### src/rtl/core/hsfd_pkg.sv
package hsfd_pkg;

    // crc-8 over each two-byte word
    localparam logic [7:0] CRC_INIT = 8'hFF;
    localparam logic [7:0] CRC_POLY = 8'h31;

    // conversion scale factors, full scale of a raw word is 65535
    localparam logic [7:0]  TEMP_SPAN   = 8'd175;
    localparam logic [7:0]  TEMP_OFFSET = 8'd45;
    localparam logic [6:0]  HUM_SPAN    = 7'd100;
    localparam logic [15:0] RAW_FULL    = 16'hFFFF;

    // product widths: 175*65535 fits 24 bits, 100*65535 fits 23 bits
    localparam int TEMP_PROD_W = 24;
    localparam int HUM_PROD_W  = 23;

    // position of the next byte within a reply frame
    typedef enum logic [5:0] {
        POS_T_HI  = 6'b000001,
        POS_T_LO  = 6'b000010,
        POS_T_CRC = 6'b000100,
        POS_H_HI  = 6'b001000,
        POS_H_LO  = 6'b010000,
        POS_H_CRC = 6'b100000
    } hsfd_pos_t;

    // scaled raw words handed from the frame tracker to the converter
    typedef struct packed {
        logic                   crc_ok;
        logic [TEMP_PROD_W-1:0] temp_prod;
        logic [HUM_PROD_W-1:0]  hum_prod;
    } hsfd_prod_t;

    // one byte through the msb-first crc, eight shift steps
    function automatic logic [7:0] crc_absorb(input logic [7:0] crc, input logic [7:0] b);
        logic [7:0] c;
        c = crc ^ b;
        for (int k = 0; k < 8; k++)
        begin
            if (c[7])
            begin
                c = {c[6:0], 1'b0} ^ CRC_POLY;
            end
            else
            begin
                c = {c[6:0], 1'b0};
            end
        end
        return c;
    endfunction

endpackage

### src/rtl/core/hsfd_frame.sv
module hsfd_frame (
    input  logic               clk,
    input  logic               rst_n,
    input  logic               byte_valid,
    output logic               byte_ready,
    input  logic [7:0]         rx_byte,
    input  logic               frame_first,
    input  logic               prod_take,
    output logic               prod_valid,
    output hsfd_pkg::hsfd_prod_t prod
);

    hsfd_pkg::hsfd_pos_t  pos_reg, pos_next, pos_eff;
    logic [7:0]           crc_reg, crc_next;
    logic [15:0]          temp_word_reg, temp_word_next;
    logic                 temp_good_reg, temp_good_next;
    logic [7:0]           hum_hi_reg, hum_hi_next;
    logic [7:0]           hum_lo_reg, hum_lo_next;
    logic                 prod_valid_reg, prod_valid_next;
    hsfd_pkg::hsfd_prod_t prod_reg, prod_next;
    logic                 accept;
    logic [31:0]          temp_mul;
    logic [31:0]          hum_mul;

    assign byte_ready = !prod_valid_reg || prod_take;
    assign accept     = byte_valid && byte_ready;
    assign prod_valid = prod_valid_reg;
    assign prod       = prod_reg;

    // constant-coefficient scaling of the stored raw words
    assign temp_mul = 32'(temp_word_reg) * 32'(hsfd_pkg::TEMP_SPAN);
    assign hum_mul  = 32'({hum_hi_reg, hum_lo_reg}) * 32'(hsfd_pkg::HUM_SPAN);

    always_comb
    begin
        pos_eff         = frame_first ? hsfd_pkg::POS_T_HI : pos_reg;
        pos_next        = pos_reg;
        crc_next        = crc_reg;
        temp_word_next  = temp_word_reg;
        temp_good_next  = temp_good_reg;
        hum_hi_next     = hum_hi_reg;
        hum_lo_next     = hum_lo_reg;
        prod_valid_next = prod_valid_reg && !prod_take;
        prod_next       = prod_reg;
        if (accept)
        begin
            case (pos_eff)
                hsfd_pkg::POS_T_LO:
                begin
                    crc_next       = hsfd_pkg::crc_absorb(crc_reg, rx_byte);
                    temp_word_next = {temp_word_reg[15:8], rx_byte};
                    pos_next       = hsfd_pkg::POS_T_CRC;
                end
                hsfd_pkg::POS_T_CRC:
                begin
                    temp_good_next = (crc_reg == rx_byte);
                    crc_next       = hsfd_pkg::CRC_INIT;
                    pos_next       = hsfd_pkg::POS_H_HI;
                end
                hsfd_pkg::POS_H_HI:
                begin
                    crc_next    = hsfd_pkg::crc_absorb(crc_reg, rx_byte);
                    hum_hi_next = rx_byte;
                    pos_next    = hsfd_pkg::POS_H_LO;
                end
                hsfd_pkg::POS_H_LO:
                begin
                    crc_next    = hsfd_pkg::crc_absorb(crc_reg, rx_byte);
                    hum_lo_next = rx_byte;
                    pos_next    = hsfd_pkg::POS_H_CRC;
                end
                hsfd_pkg::POS_H_CRC:
                begin
                    prod_valid_next  = 1'b1;
                    prod_next.crc_ok = temp_good_reg && (crc_reg == rx_byte);
                    prod_next.temp_prod = temp_mul[hsfd_pkg::TEMP_PROD_W-1:0];
                    prod_next.hum_prod  = hum_mul[hsfd_pkg::HUM_PROD_W-1:0];
                    crc_next = hsfd_pkg::CRC_INIT;
                    pos_next = hsfd_pkg::POS_T_HI;
                end
                default:
                begin
                    // first byte of a frame, also any unknown position
                    crc_next       = hsfd_pkg::crc_absorb(hsfd_pkg::CRC_INIT, rx_byte);
                    temp_word_next = {rx_byte, 8'h00};
                    pos_next       = hsfd_pkg::POS_T_LO;
                end
            endcase
        end
    end

    always_ff @(posedge clk or negedge rst_n)
    begin
        if (!rst_n)
        begin
            pos_reg        <= hsfd_pkg::POS_T_HI;
            crc_reg        <= hsfd_pkg::CRC_INIT;
            temp_word_reg  <= '0;
            temp_good_reg  <= 1'b0;
            hum_hi_reg     <= '0;
            hum_lo_reg     <= '0;
            prod_valid_reg <= 1'b0;
        end
        else
        begin
            pos_reg        <= pos_next;
            crc_reg        <= crc_next;
            temp_word_reg  <= temp_word_next;
            temp_good_reg  <= temp_good_next;
            hum_hi_reg     <= hum_hi_next;
            hum_lo_reg     <= hum_lo_next;
            prod_valid_reg <= prod_valid_next;
        end
    end

    always_ff @(posedge clk)
    begin
        prod_reg <= prod_next;
    end

endmodule

### src/rtl/core/hsfd_convert.sv
module hsfd_convert (
    input  logic                 clk,
    input  logic                 rst_n,
    input  logic                 prod_valid,
    input  hsfd_pkg::hsfd_prod_t prod,
    output logic                 prod_take,
    output logic                 result_valid,
    input  logic                 result_ready,
    output logic                 reading_valid,
    output logic signed [8:0]    temperature_c,
    output logic [6:0]           humidity_pct
);

    logic              result_valid_reg, result_valid_next;
    logic              ok_reg, ok_next;
    logic signed [8:0] temp_reg, temp_next;
    logic [6:0]        hum_reg, hum_next;
    logic [7:0]        t_hi;
    logic [6:0]        h_hi;
    logic [16:0]       t_rem0, h_rem0;
    logic [7:0]        t_quot;
    logic [6:0]        h_quot;
    logic              t_rem_nz;
    logic signed [8:0] t_val;

    assign prod_take     = !result_valid_reg || result_ready;
    assign result_valid  = result_valid_reg;
    assign reading_valid = ok_reg;
    assign temperature_c = temp_reg;
    assign humidity_pct  = hum_reg;

    // x / 65535: with x = hi*65536 + lo, quotient hi and remainder hi + lo,
    // one correction step since hi stays small
    always_comb
    begin
        t_hi   = prod.temp_prod[23:16];
        t_rem0 = 17'(t_hi) + 17'(prod.temp_prod[15:0]);
        if (t_rem0 >= 17'(hsfd_pkg::RAW_FULL))
        begin
            t_quot   = t_hi + 8'd1;
            t_rem_nz = (t_rem0 != 17'(hsfd_pkg::RAW_FULL));
        end
        else
        begin
            t_quot   = t_hi;
            t_rem_nz = (t_rem0 != 17'd0);
        end

        h_hi   = prod.hum_prod[22:16];
        h_rem0 = 17'(h_hi) + 17'(prod.hum_prod[15:0]);
        if (h_rem0 >= 17'(hsfd_pkg::RAW_FULL))
        begin
            h_quot = h_hi + 7'd1;
        end
        else
        begin
            h_quot = h_hi;
        end

        // offset, rounding negatives toward zero
        t_val = $signed({1'b0, t_quot}) - $signed({1'b0, hsfd_pkg::TEMP_OFFSET});
        if ((t_quot < hsfd_pkg::TEMP_OFFSET) && t_rem_nz)
        begin
            t_val = t_val + 9'sd1;
        end
    end

    always_comb
    begin
        result_valid_next = result_valid_reg;
        ok_next           = ok_reg;
        temp_next         = temp_reg;
        hum_next          = hum_reg;
        if (prod_take)
        begin
            result_valid_next = prod_valid;
            if (prod_valid)
            begin
                ok_next   = prod.crc_ok;
                temp_next = prod.crc_ok ? t_val : 9'sd0;
                hum_next  = prod.crc_ok ? h_quot : 7'd0;
            end
        end
    end

    always_ff @(posedge clk or negedge rst_n)
    begin
        if (!rst_n)
        begin
            result_valid_reg <= 1'b0;
        end
        else
        begin
            result_valid_reg <= result_valid_next;
        end
    end

    always_ff @(posedge clk)
    begin
        ok_reg   <= ok_next;
        temp_reg <= temp_next;
        hum_reg  <= hum_next;
    end

endmodule

### src/rtl/core/humidity_sensor_frame_decoder.sv
// byte six of a frame fills the product register; the converter registers the reading
// throughput: one byte per cycle while byte_ready is high, set by the byte-wide crc step
// and two-register path; bytes one to five only update frame state and give no reading
// reset (rst_n low, asynchronous): byte position to frame start, crc to 0xff,
// raw words and crc flag cleared, both pipeline registers emptied
module humidity_sensor_frame_decoder (
    input  logic              clk,
    input  logic              rst_n,
    input  logic              byte_valid,
    output logic              byte_ready,
    input  logic [7:0]        rx_byte,
    input  logic              frame_first,
    output logic              result_valid,
    input  logic              result_ready,
    output logic              reading_valid,
    output logic signed [8:0] temperature_c,
    output logic [6:0]        humidity_pct
);

    // scaled words from the frame tracker, one entry deep
    logic                 prod_valid;
    logic                 prod_take;
    hsfd_pkg::hsfd_prod_t prod;

    // frame tracker: byte position, running crc, raw words, and on the
    // final crc byte the scaled words go into the product register
    hsfd_frame u_frame (
        .clk         (clk),
        .rst_n       (rst_n),
        .byte_valid  (byte_valid),
        .byte_ready  (byte_ready),
        .rx_byte     (rx_byte),
        .frame_first (frame_first),
        .prod_take   (prod_take),
        .prod_valid  (prod_valid),
        .prod        (prod)
    );

    // converter: divide by full scale, apply offset, hold the reading
    // request until the consumer takes it
    hsfd_convert u_convert (
        .clk           (clk),
        .rst_n         (rst_n),
        .prod_valid    (prod_valid),
        .prod          (prod),
        .prod_take     (prod_take),
        .result_valid  (result_valid),
        .result_ready  (result_ready),
        .reading_valid (reading_valid),
        .temperature_c (temperature_c),
        .humidity_pct  (humidity_pct)
    );

endmodule

### config.mk
export PLATFORM = sky130hd
export DESIGN_NAME = humidity_sensor_frame_decoder
export DESIGN_NICKNAME = d
export VERILOG_FILES = /design/src/rtl/core/hsfd_pkg.sv /design/src/rtl/core/hsfd_frame.sv /design/src/rtl/core/hsfd_convert.sv /design/src/rtl/core/humidity_sensor_frame_decoder.sv
export SDC_FILE = /design/constraint.sdc
export NUM_CORES = 1
export LEC_CHECK = 0
export BUFFER_PORTS_ARGS = -buffer_cell sky130_fd_sc_hd__buf_2
export CAP_MARGIN = 20
export CORE_MARGIN = 3
export CORE_UTILIZATION = 45
export DETAILED_ROUTE_END_ITERATION = 10
export GPL_ROUTABILITY_DRIVEN = 0
export PLACE_DENSITY = 0.59
export SETUP_SLACK_MARGIN = 0.1
export SYNTH_ARGS = -nofsm -noshare
export SYNTH_HDL_FRONTEND = slang
export SYNTH_HIERARCHICAL = 1
export SYNTH_SLANG_ARGS = --single-unit
### constraint.sdc
create_clock -name clk -period 7.7 [get_ports clk]
set_input_delay 0.385 -clock clk [delete_from_list [all_inputs] [get_ports clk]]
set_output_delay 0.385 -clock clk [all_outputs]
set_load 0.05 [all_outputs]
# ---- Word level (Yosys, flattened, before mapping)
# Index checks and enable logic that the tools add are counted.
dict set report op_classes {
  addsub 6
  multipliers 2
  reduce_logical 20
  n_lt_le_gt_ge 3
  n_eq_ne 7
  n_mux 96
  n_bitwise 34
}
# operator count
set op_table {}
lappend op_table {{2-to-1 mux 8 bit} 57}
lappend op_table {{2-to-1 mux 6 bit} 31}
lappend op_table {{inverter 3 bit} 30}
lappend op_table {{>= comparator 17 x 16 -> 1 bit (second input constant)} 2}
lappend op_table {{case mux 16 bit (2 select lines)} 1}
lappend op_table {{case mux 8 bit (4 select lines)} 1}
lappend op_table {{case mux 6 bit (5 select lines)} 1}
lappend op_table {{multiplier 16 x 8 -> 24 bit (second input constant)} 1}
lappend op_table {{multiplier 16 x 5 -> 21 bit (second input constant)} 1}
lappend op_table {{adder 7 x 16 -> 17 bit} 1}
lappend op_table {{adder 8 x 16 -> 17 bit} 1}
lappend op_table {{inequality test 17 x 16 -> 1 bit (second input constant)} 1}
lappend op_table {{nonzero test 17 bit} 1}
lappend op_table {{AND reduction 2 bit} 6}
lappend op_table {{adder 9 x 2 -> 9 bit (second input constant)} 1}
lappend op_table {{2-to-1 mux 9 bit} 1}
lappend op_table {{subtractor 8 x 6 -> 9 bit (second input constant)} 1}
lappend op_table {{adder 8 x 1 -> 8 bit (second input constant)} 1}
lappend op_table {{equality test 8 bit} 1}
lappend op_table {{< comparator 8 x 6 -> 1 bit (second input constant)} 1}
lappend op_table {{inverter 8 bit} 1}
lappend op_table {{bitwise XOR 8 bit} 1}
lappend op_table {{adder 7 x 1 -> 7 bit (second input constant)} 1}
lappend op_table {{2-to-1 mux 7 bit} 1}
lappend op_table {{other kinds (14)} 23}
dict set report word_totals {
  register_bits 112
  input_bits 13
  elab_cells 183
  out_inout_bits 19
}

# ---- Depth between registers and ports, before layout
# Gate-level depths: netlist of the first run.
dict set report depth {
  ltp_word 32
  ltp_mapped 19
  mapped_depth_nobuf 18
}

# ---- Modules after synthesis
# Netlist of the first run, hierarchy kept.
# module instances seq_area_each_um2 area_each_um2 cells_each
set modules_own_cells {}
lappend modules_own_cells {hsfd_frame 1 2593.7 8361.8 793}
lappend modules_own_cells {hsfd_convert 1 535.5 2707.6 325}

# ---- Worst setup path before layout of the first run
# OpenSTA, ideal clock, no wires.
dict set report synth_timing {
  path_type {reg2reg}
  start {register u_frame.prod_reg (netlist bit u_frame/prod[39])}
  end {register u_convert.temp_reg[6] (netlist: u_convert/temperature_c[6]) (data pin)}
  required_time_ps 7445
  slack_ps 3112
  path_buffers 1
  synth_period_minus_slack_ps 4588
  setup_ps 255
  path_stages_with_launch 18
  arrival_ps 4334
  cell_sequence {edfxtp_1 ha_1 inv_1 fa_1 nand2b_1 a2111oi_2 nor3_1 o22a_4 and4_1 clkbuf_1 nor2_2 mux2i_1 ha_1 xor2_1 xnor2_1 or4b_4 o31a_1 and2_1}
}
dict set report synth_via {
  elab_chain_len 6
  elab_cells_between_ends 12
  cone_classes {add/sub (4); order compare (2); eq/ne (1); mux (3); reduce/logical (2)}
}
# item line_no
set synth_lines {}
lappend synth_lines {{start, declared} hsfd_frame.sv:20} ;# hsfd_pkg::hsfd_prod_t prod_reg, prod_next;
lappend synth_lines {{start signal, assigned} hsfd_frame.sv:118} ;# prod_reg <= prod_next;
lappend synth_lines {{adder 8 x 16 -> 17 bit} hsfd_convert.sv:37} ;# t_rem0 = 17'(t_hi) + 17'(prod.temp_prod[15:0]);
lappend synth_lines {{>= comparator 17 x 16 -> 1 bit} hsfd_convert.sv:38} ;# if (t_rem0 >= 17'(hsfd_pkg::RAW_FULL))
lappend synth_lines {{2-to-1 mux 8 bit} hsfd_convert.sv:38}
lappend synth_lines {{subtractor 8 x 6 -> 9 bit / < comparator 8 x 6 -> 1 bit (equally long branches)} {hsfd_convert.sv:61, hsfd_convert.sv:62}}
lappend synth_lines {{adder 9 x 2 -> 9 bit / logical AND 1 bit (equally long branches)} {hsfd_convert.sv:64, hsfd_convert.sv:62}}
lappend synth_lines {{2-to-1 mux 9 bit *} hsfd_convert.sv:62} ;# if ((t_quot < hsfd_pkg::TEMP_OFFSET) && t_rem_nz)
lappend synth_lines {{end signal, assigned} hsfd_convert.sv:101} ;# temp_reg <= temp_next;
lappend synth_lines {{end, declared} hsfd_convert.sv:16} ;# logic signed [8:0] temp_reg, temp_next;
# Mark *: on every way between the ends. The rest lies on a longest branch, timed or not.
# A chain may end at the register's enable or synchronous reset.

# ---- Worst setup path after layout of the first run
dict set report layout_timing {
  start {register u_frame.prod_reg (netlist bit u_frame/prod[39])}
  end {register u_convert.temp_reg[5] (netlist: u_convert/temperature_c[5]) (data pin)}
}
# Same word-level chain as after synthesis.

==> results of run 1 <==
metal layers:
metal | up-vias | part of all wire, % | global-route usage, %
met4 | 2 | 0.89 | 3.42
met5 | - | 0.058 | 0
met3 | 15 | 3.6 | 3.03
met1 | 3783 | 49 | 25.0
li1 | 3930 | - | -
met2 | 137 | 46 | 28.4
cell usage in the layout, fill, tap and decap left out, types with 4 or more instances in the layout:
cell	n
xor2_1	40
a31oi_1	10
a21oi_1	50
and3_1	4
o21ai_0	40
a311oi_1	4
nor2_1	60
and4_1	6
dfstp_2	9
o21bai_1	4
nand3_1	17
o21ai_1	7
buf_2	31
o21a_1	4
o211ai_1	11
edfxtp_1	63
a211oi_1	9
dfrtp_1	40
or3_1	6
nor4_1	10
ha_1	140
nand2_1	74
o22ai_1	4
nand4_1	10
nor3_1	17
inv_8	4
and2_1	11
a21o_1	22
o2111ai_1	4
nor4b_1	5
nand2b_1	21
xnor2_1	55
fa_1	66
clkbuf_16	9
inv_1	160
mux2_2	22
nor2b_1	4
mux2i_1	9
through the flow:
step | area [um2] | power (uW)
finish | 11800 | 4190
global route | 11800 | 4690
CTS | 11800 | 4230
detailed placement | 11500 | 3730
global placement | 11500 | 3730
floorplan | 11100 | 3080
report_power, final:
group          internal [uW]  switching [uW]
combinational           1180            1630
clock                    231             241
sequential               834            80.7
total                   2240            1950
logic make-up after synthesis:
family,after synthesis,share of synthesized area [%]
other,1,0.0339
buffers and inverters,190,6.75
flip-flops,112,28.3
multiplexers,32,3.15
XOR/XNOR,98,8.01
adder cells (fa/ha/maj),207,27.9
AND/OR/NAND/NOR,267,12.6
AO/OA/AOI/OAI,211,13.3
how the worst max path moves through the flow:
stage | endpoint | slack, ns | cells after the start
4_1_cts | u_convert/temperature_c[5] | 2.65 | 18
5_1_grt | u_convert/temperature_c[5] | 2.20 | 18
2_1_floorplan | u_convert/temperature_c[6] | 3.11 | 17
6_report | u_convert/temperature_c[5] | 2.64 | 18
3_5_place_dp | u_convert/temperature_c[5] | 2.67 | 18
3_3_place_gp | u_convert/temperature_c[5] | 2.77 | 18
final cells by class:
type | count | area [um2]
clock buffers | 9 | 225
repair buffers | 34 | 178
flip-flops and latches | 112 | 3130
clock inverters | 7 | 70.1
fillers | 2303 | 12000
multi-input cells | 817 | 7200
inverters | 162 | 608
well taps | 319 | 399
critical path, stage by stage (launching register included):
cell,delay (ns)
edfxtp_1,0.50
ha_1,0.24
inv_1,0.06
fa_1,0.40
nand2b_1,0.24
a2111oi_2,0.32
nor3_1,0.15
o22a_4,0.27
and4_1,0.30
nor2_2,0.28
xor2_1,0.33
ha_1,0.34
xor2_1,0.30
xnor2_1,0.16
nand2_1,0.06
o21ai_0,0.19
nand4_1,0.16
o41ai_1,0.45
a211oi_1,0.07
==> impl_results.md, run 1 <==
- Post-layout utilization of the core: 49.6%
- Clock transition at path regs: 0.08 ns
- Die ar.: 26500 um2
- P_leak: 0.00552 uW
- Post-synthesis sequential element count: 112
- Clock Tree Buf Depth: 2
- Most common cell in the synthesized netlist: inv_1
- Post-CTS Resized: 0
- Synthesis-to-layout area growth: 6.66%
- Top FF cell, synth: edfxtp_1
- Core area: 23800 um2
- Final hold slack: 0.117 ns
- Post-CTS setup buffer count: 0
- Synth Cell Area: 11100 um2
- Syn_area_per_cell: 9.90 um2
- Main area contributors after synthesis: edfxtp_1 17%, ha_1 16%, fa_1 12%, dfrtp_1 9.0%, inv_1 5.5%
- Max FO, Critical Path: 8
- Placed insts: 1443
- Slew Limit Headroom: 34.6%
- Chip height: 163 um
- VDD IR-drop max: 0.000615 V
- TritonCTS clock tree: done
- # diodes: 0
- Setup WS post-layout: 2.64 ns
- Final Skew: 0.0199 ns
- Ys Warns: 6
- Reg2reg setup slack: 2.64 ns
- # nets final: 1355
- Critical path class: reg2reg
- Ratio of total power to cell area: 355 nW/um2
- Final hold violations: 0
- CP endpoint kind: flop
- Hold WC Path Type: in2async
- Worst Tran Pin Value: 0.979 ns
- Setup slack after placement: 2.67 ns
- Startpoint class of the critical path: flop
- Die width: 163 um
- I/O Pins: 32
- Antenna violations before repair: 1
- Hold_buf cts: 0
- First-pass GRT wire length: 38000 um
- Routed Antenna Nets: 0
- Most frequent cells after synthesis: 161 x inv_1, 140 x ha_1, 74 x nand2_1
- CP required: 7.80 ns
- Initial core utilization: 46.5%
- Post-synthesis sequential area ratio: 28.3%
- Reg-to-Reg End: u_convert/temperature_c[5]
- Max Cap Viol: 0
- Final setup fails: 0
- Clk sinks: 112
- Worst R2R Start: u_frame/prod[39]
- DR iter-0 viols: 508
- Dominant cell type by area after synthesis: edfxtp_1
- RSZ-0062 raised after global routing: false
- Slew Viols, Final: 0
- Synthesized netlist cell count: 1118
- Final Cycle Share: 65.7%
- Setup TNS: 0 ns
- Drt pass-1 iters: 5
- Outcome: completed
- Htree depth: 3
- Peak Freq: 198 MHz
- CTS buffer count: 9
- Vias: 7867
- Buffers on Ports: 31
- Max FFs per register: 46
- Final std cells w/o fill: 1460
- Share of layout cells above drive strength 1: 9.73%
- Vias in the first global route: 7652
- Total Wirelength: 22300 um
- DRC viols: 0
- Largest net degree at the start of global routing: 50
- DR WL/cell: 15.2 um
- Worst setup startpoint: u_frame/prod[39]
- GRT Overall Usage: 17.6%
- Async set or reset register ratio after synthesis: 43.8%
- Top-area cell type share of the netlist area: 17.1%
- Post-synth EDFFs: 63
- Tmin final: 5.06 ns
- Post-DP HPWL: 17700 um
- # rows: 56
- R2R cell count: 18
- Gr ovfl total: 0
- Clock Root Buffer: clkbuf_16
- Vias per std cell: 5.39
- Synth cell types: 91
- Worst skew pair latency: 0.37 ns
- Worst endpoint data arrival time: 5.16 ns
(Power assumes the default switching activity.)
==> run 2: changes to the inputs <==
Clock period 7.7 ns to 5.1 ns, I/O delays scaled along.
==> impl_results.md, run 2 (synthesized netlist as in run 1, its figures left out) <==
- Clock Tree Buf Depth: 2
- Buffers on Ports: 31
- Peak Freq: 214 MHz
- R2R cell count: 17
- Final setup fails: 0
- Final hold violations: 8
- Max FFs per register: 46
- Vias per std cell: 5.34
- Final Cycle Share: 91.6%
- I/O Pins: 32
- Post-layout instance area: 11900 um2
- Slew Limit Headroom: 40.6%
- Worst path slowest cell: edfxtp_1
- GRT Overall Usage: 17.6%
- Ratio of total power to cell area: 529 nW/um2
- Post-DP HPWL: 17800 um
- Initial core utilization: 46.5%
- # nets final: 1364
- # rows: 56
- Post-layout utilization of the core: 50.0%
- Share of layout cells above drive strength 1: 11.0%
- CTS buffer count: 9
- Die width: 163 um
- Worst path cell trace: inv_1 > fa_1 > nand2b_1 > a2111oi_2 > nor3_1 > o22a_4 > and4_1 > nor2_4 > mux2i_1 > ha_2 > xor2_2 > xnor2_1 > nand2_1 > o21ai_0 > nand4_1 > maj3_1 > a211oi_1
- Largest net degree at the start of global routing: 50
- First-pass GRT wire length: 38300 um
- Clock Root Buffer: clkbuf_16
- Core area: 23800 um2
- DRC viols: 0
- TritonCTS clock tree: done
- Chip height: 163 um
- Final Skew: 0.0150 ns
- Drt pass-1 iters: 5
- Routed Antenna Nets: 0
- Die ar.: 26500 um2
- Reg2reg setup slack: 0.43 ns
- Max Cap Viol: 0
- Worst Tran Pin Value: 0.890 ns
- Outcome: finished, violations left
- Critical path class: reg2reg
- CP endpoint kind: flop
- VDD IR-drop max: 0.000736 V
- Setup TNS: 0 ns
- Worst endpoint data arrival time: 4.86 ns
- Most frequent cells in the layout: 160 x inv_1, 137 x ha_1, 74 x nand2_1
- Final hold slack: -0.0104 ns
- RSZ-0062 raised after global routing: true
- Vias in the first global route: 7656
- CP peak stage delay: 0.48 ns
- DR WL/cell: 15.2 um
- Antenna violations before repair: 0
- Max FO, Critical Path: 7
- Slew Viols, Final: 0
- Synthesis-to-layout area growth: 7.63%
- CP required: 5.28 ns
- Clock transition at path regs: 0.08 ns
- Startpoint class of the critical path: flop
- Htree depth: 3
- Failing checks: negative hold slack
- Worst skew pair latency: 0.36 ns
- Reg-to-Reg End: u_convert/temperature_c[5]
- Dpl cell area: 11600 um2
- Hold WC Path Type: in2async
- P_leak: 0.00556 uW
- Tmin final: 4.67 ns
- Hold_buf cts: 0
- Gr ovfl total: 0
- Clk sinks: 112
- Vias: 7838
- Total Wirelength: 22400 um
- DR iter-0 viols: 437
- # diodes: 0
- Most common cell after layout, fill and taps aside: inv_1
- Worst R2R Start: u_frame/prod[40]
run 2: cell count changes in the layout (fill, tap and decap cells not counted), sizes merged:
cell      delta
clkbuf       +1
buf          +9
inv          -1
clkinv       +1
clkinvlp     -1
run 2: repair_timing:
item                                    CTS  global route
resized for setup                         0             8
setup buffers                             0             0
endpoints found under the setup margin    0             7
run 2: report_power, final:
| part | internal, uW | switching (uW) | leakage [uW] | total, uW |
|---|---|---|---|---|
| registers | 1260 | 121 | 0.00119 | 1380 |
| logic | 1780 | 2430 | 0.00423 | 4210 |
| clock network | 358 | 350 | 0.000149 | 708 |
run 2: layout make-up:
| class | count | area [um2] |
|---|---|---|
| flip-flops and latches | 112 | 3130 |
| fillers | 2262 | 11900 |
| clock inverters | 6 | 57.6 |
| repair buffers | 43 | 245 |
| inverters | 162 | 608 |
| multi-input cells | 817 | 7240 |
| clock buffers | 10 | 239 |
| well taps | 319 | 399 |
run 2: worst max-delay path by stage:
stage	startpoint	end	cells after the start
after floorplan	u_frame/prod[39]	u_convert/temperature_c[6]	17
after global placement	u_frame/prod[46]	u_convert/temperature_c[5]	16
after detailed placement	u_frame/prod[46]	u_convert/temperature_c[5]	16
after CTS	u_frame/prod[46]	u_convert/temperature_c[5]	16
after global routing	u_frame/prod[39]	u_convert/temperature_c[5]	18
final	u_frame/prod[40]	u_convert/temperature_c[5]	17
run 2: per-layer routing:
layer | GRT usage, % | routed length (um)
met1 | 26.0 | 11100
met2 | 27.9 | 10300
met3 | 2.11 | 676
met4 | 4.19 | 282
met5 | 0 | 0
run 2: critical path: cells and delay by family (launching register included):
family / cells / cell delay [ns]
xor+xnor: 2 / 0.38
fa+ha+maj: 3 / 1.10
compound gates: 4 / 1.03
simple gates: 6 / 1.14
buf+inv: 1 / 0.10
mux: 1 / 0.27
flops: 1 / 0.48
run 2: stage by stage:
stage,setup slack [ns],instances,power [uW]
6_report,0.426,1469,6300
5_1_grt,0.0455,1469,7020
4_1_cts,0.153,1469,6350
3_5_place_dp,0.186,1453,5600
3_3_place_gp,0.290,1453,5610
2_1_floorplan,0.512,1119,4650
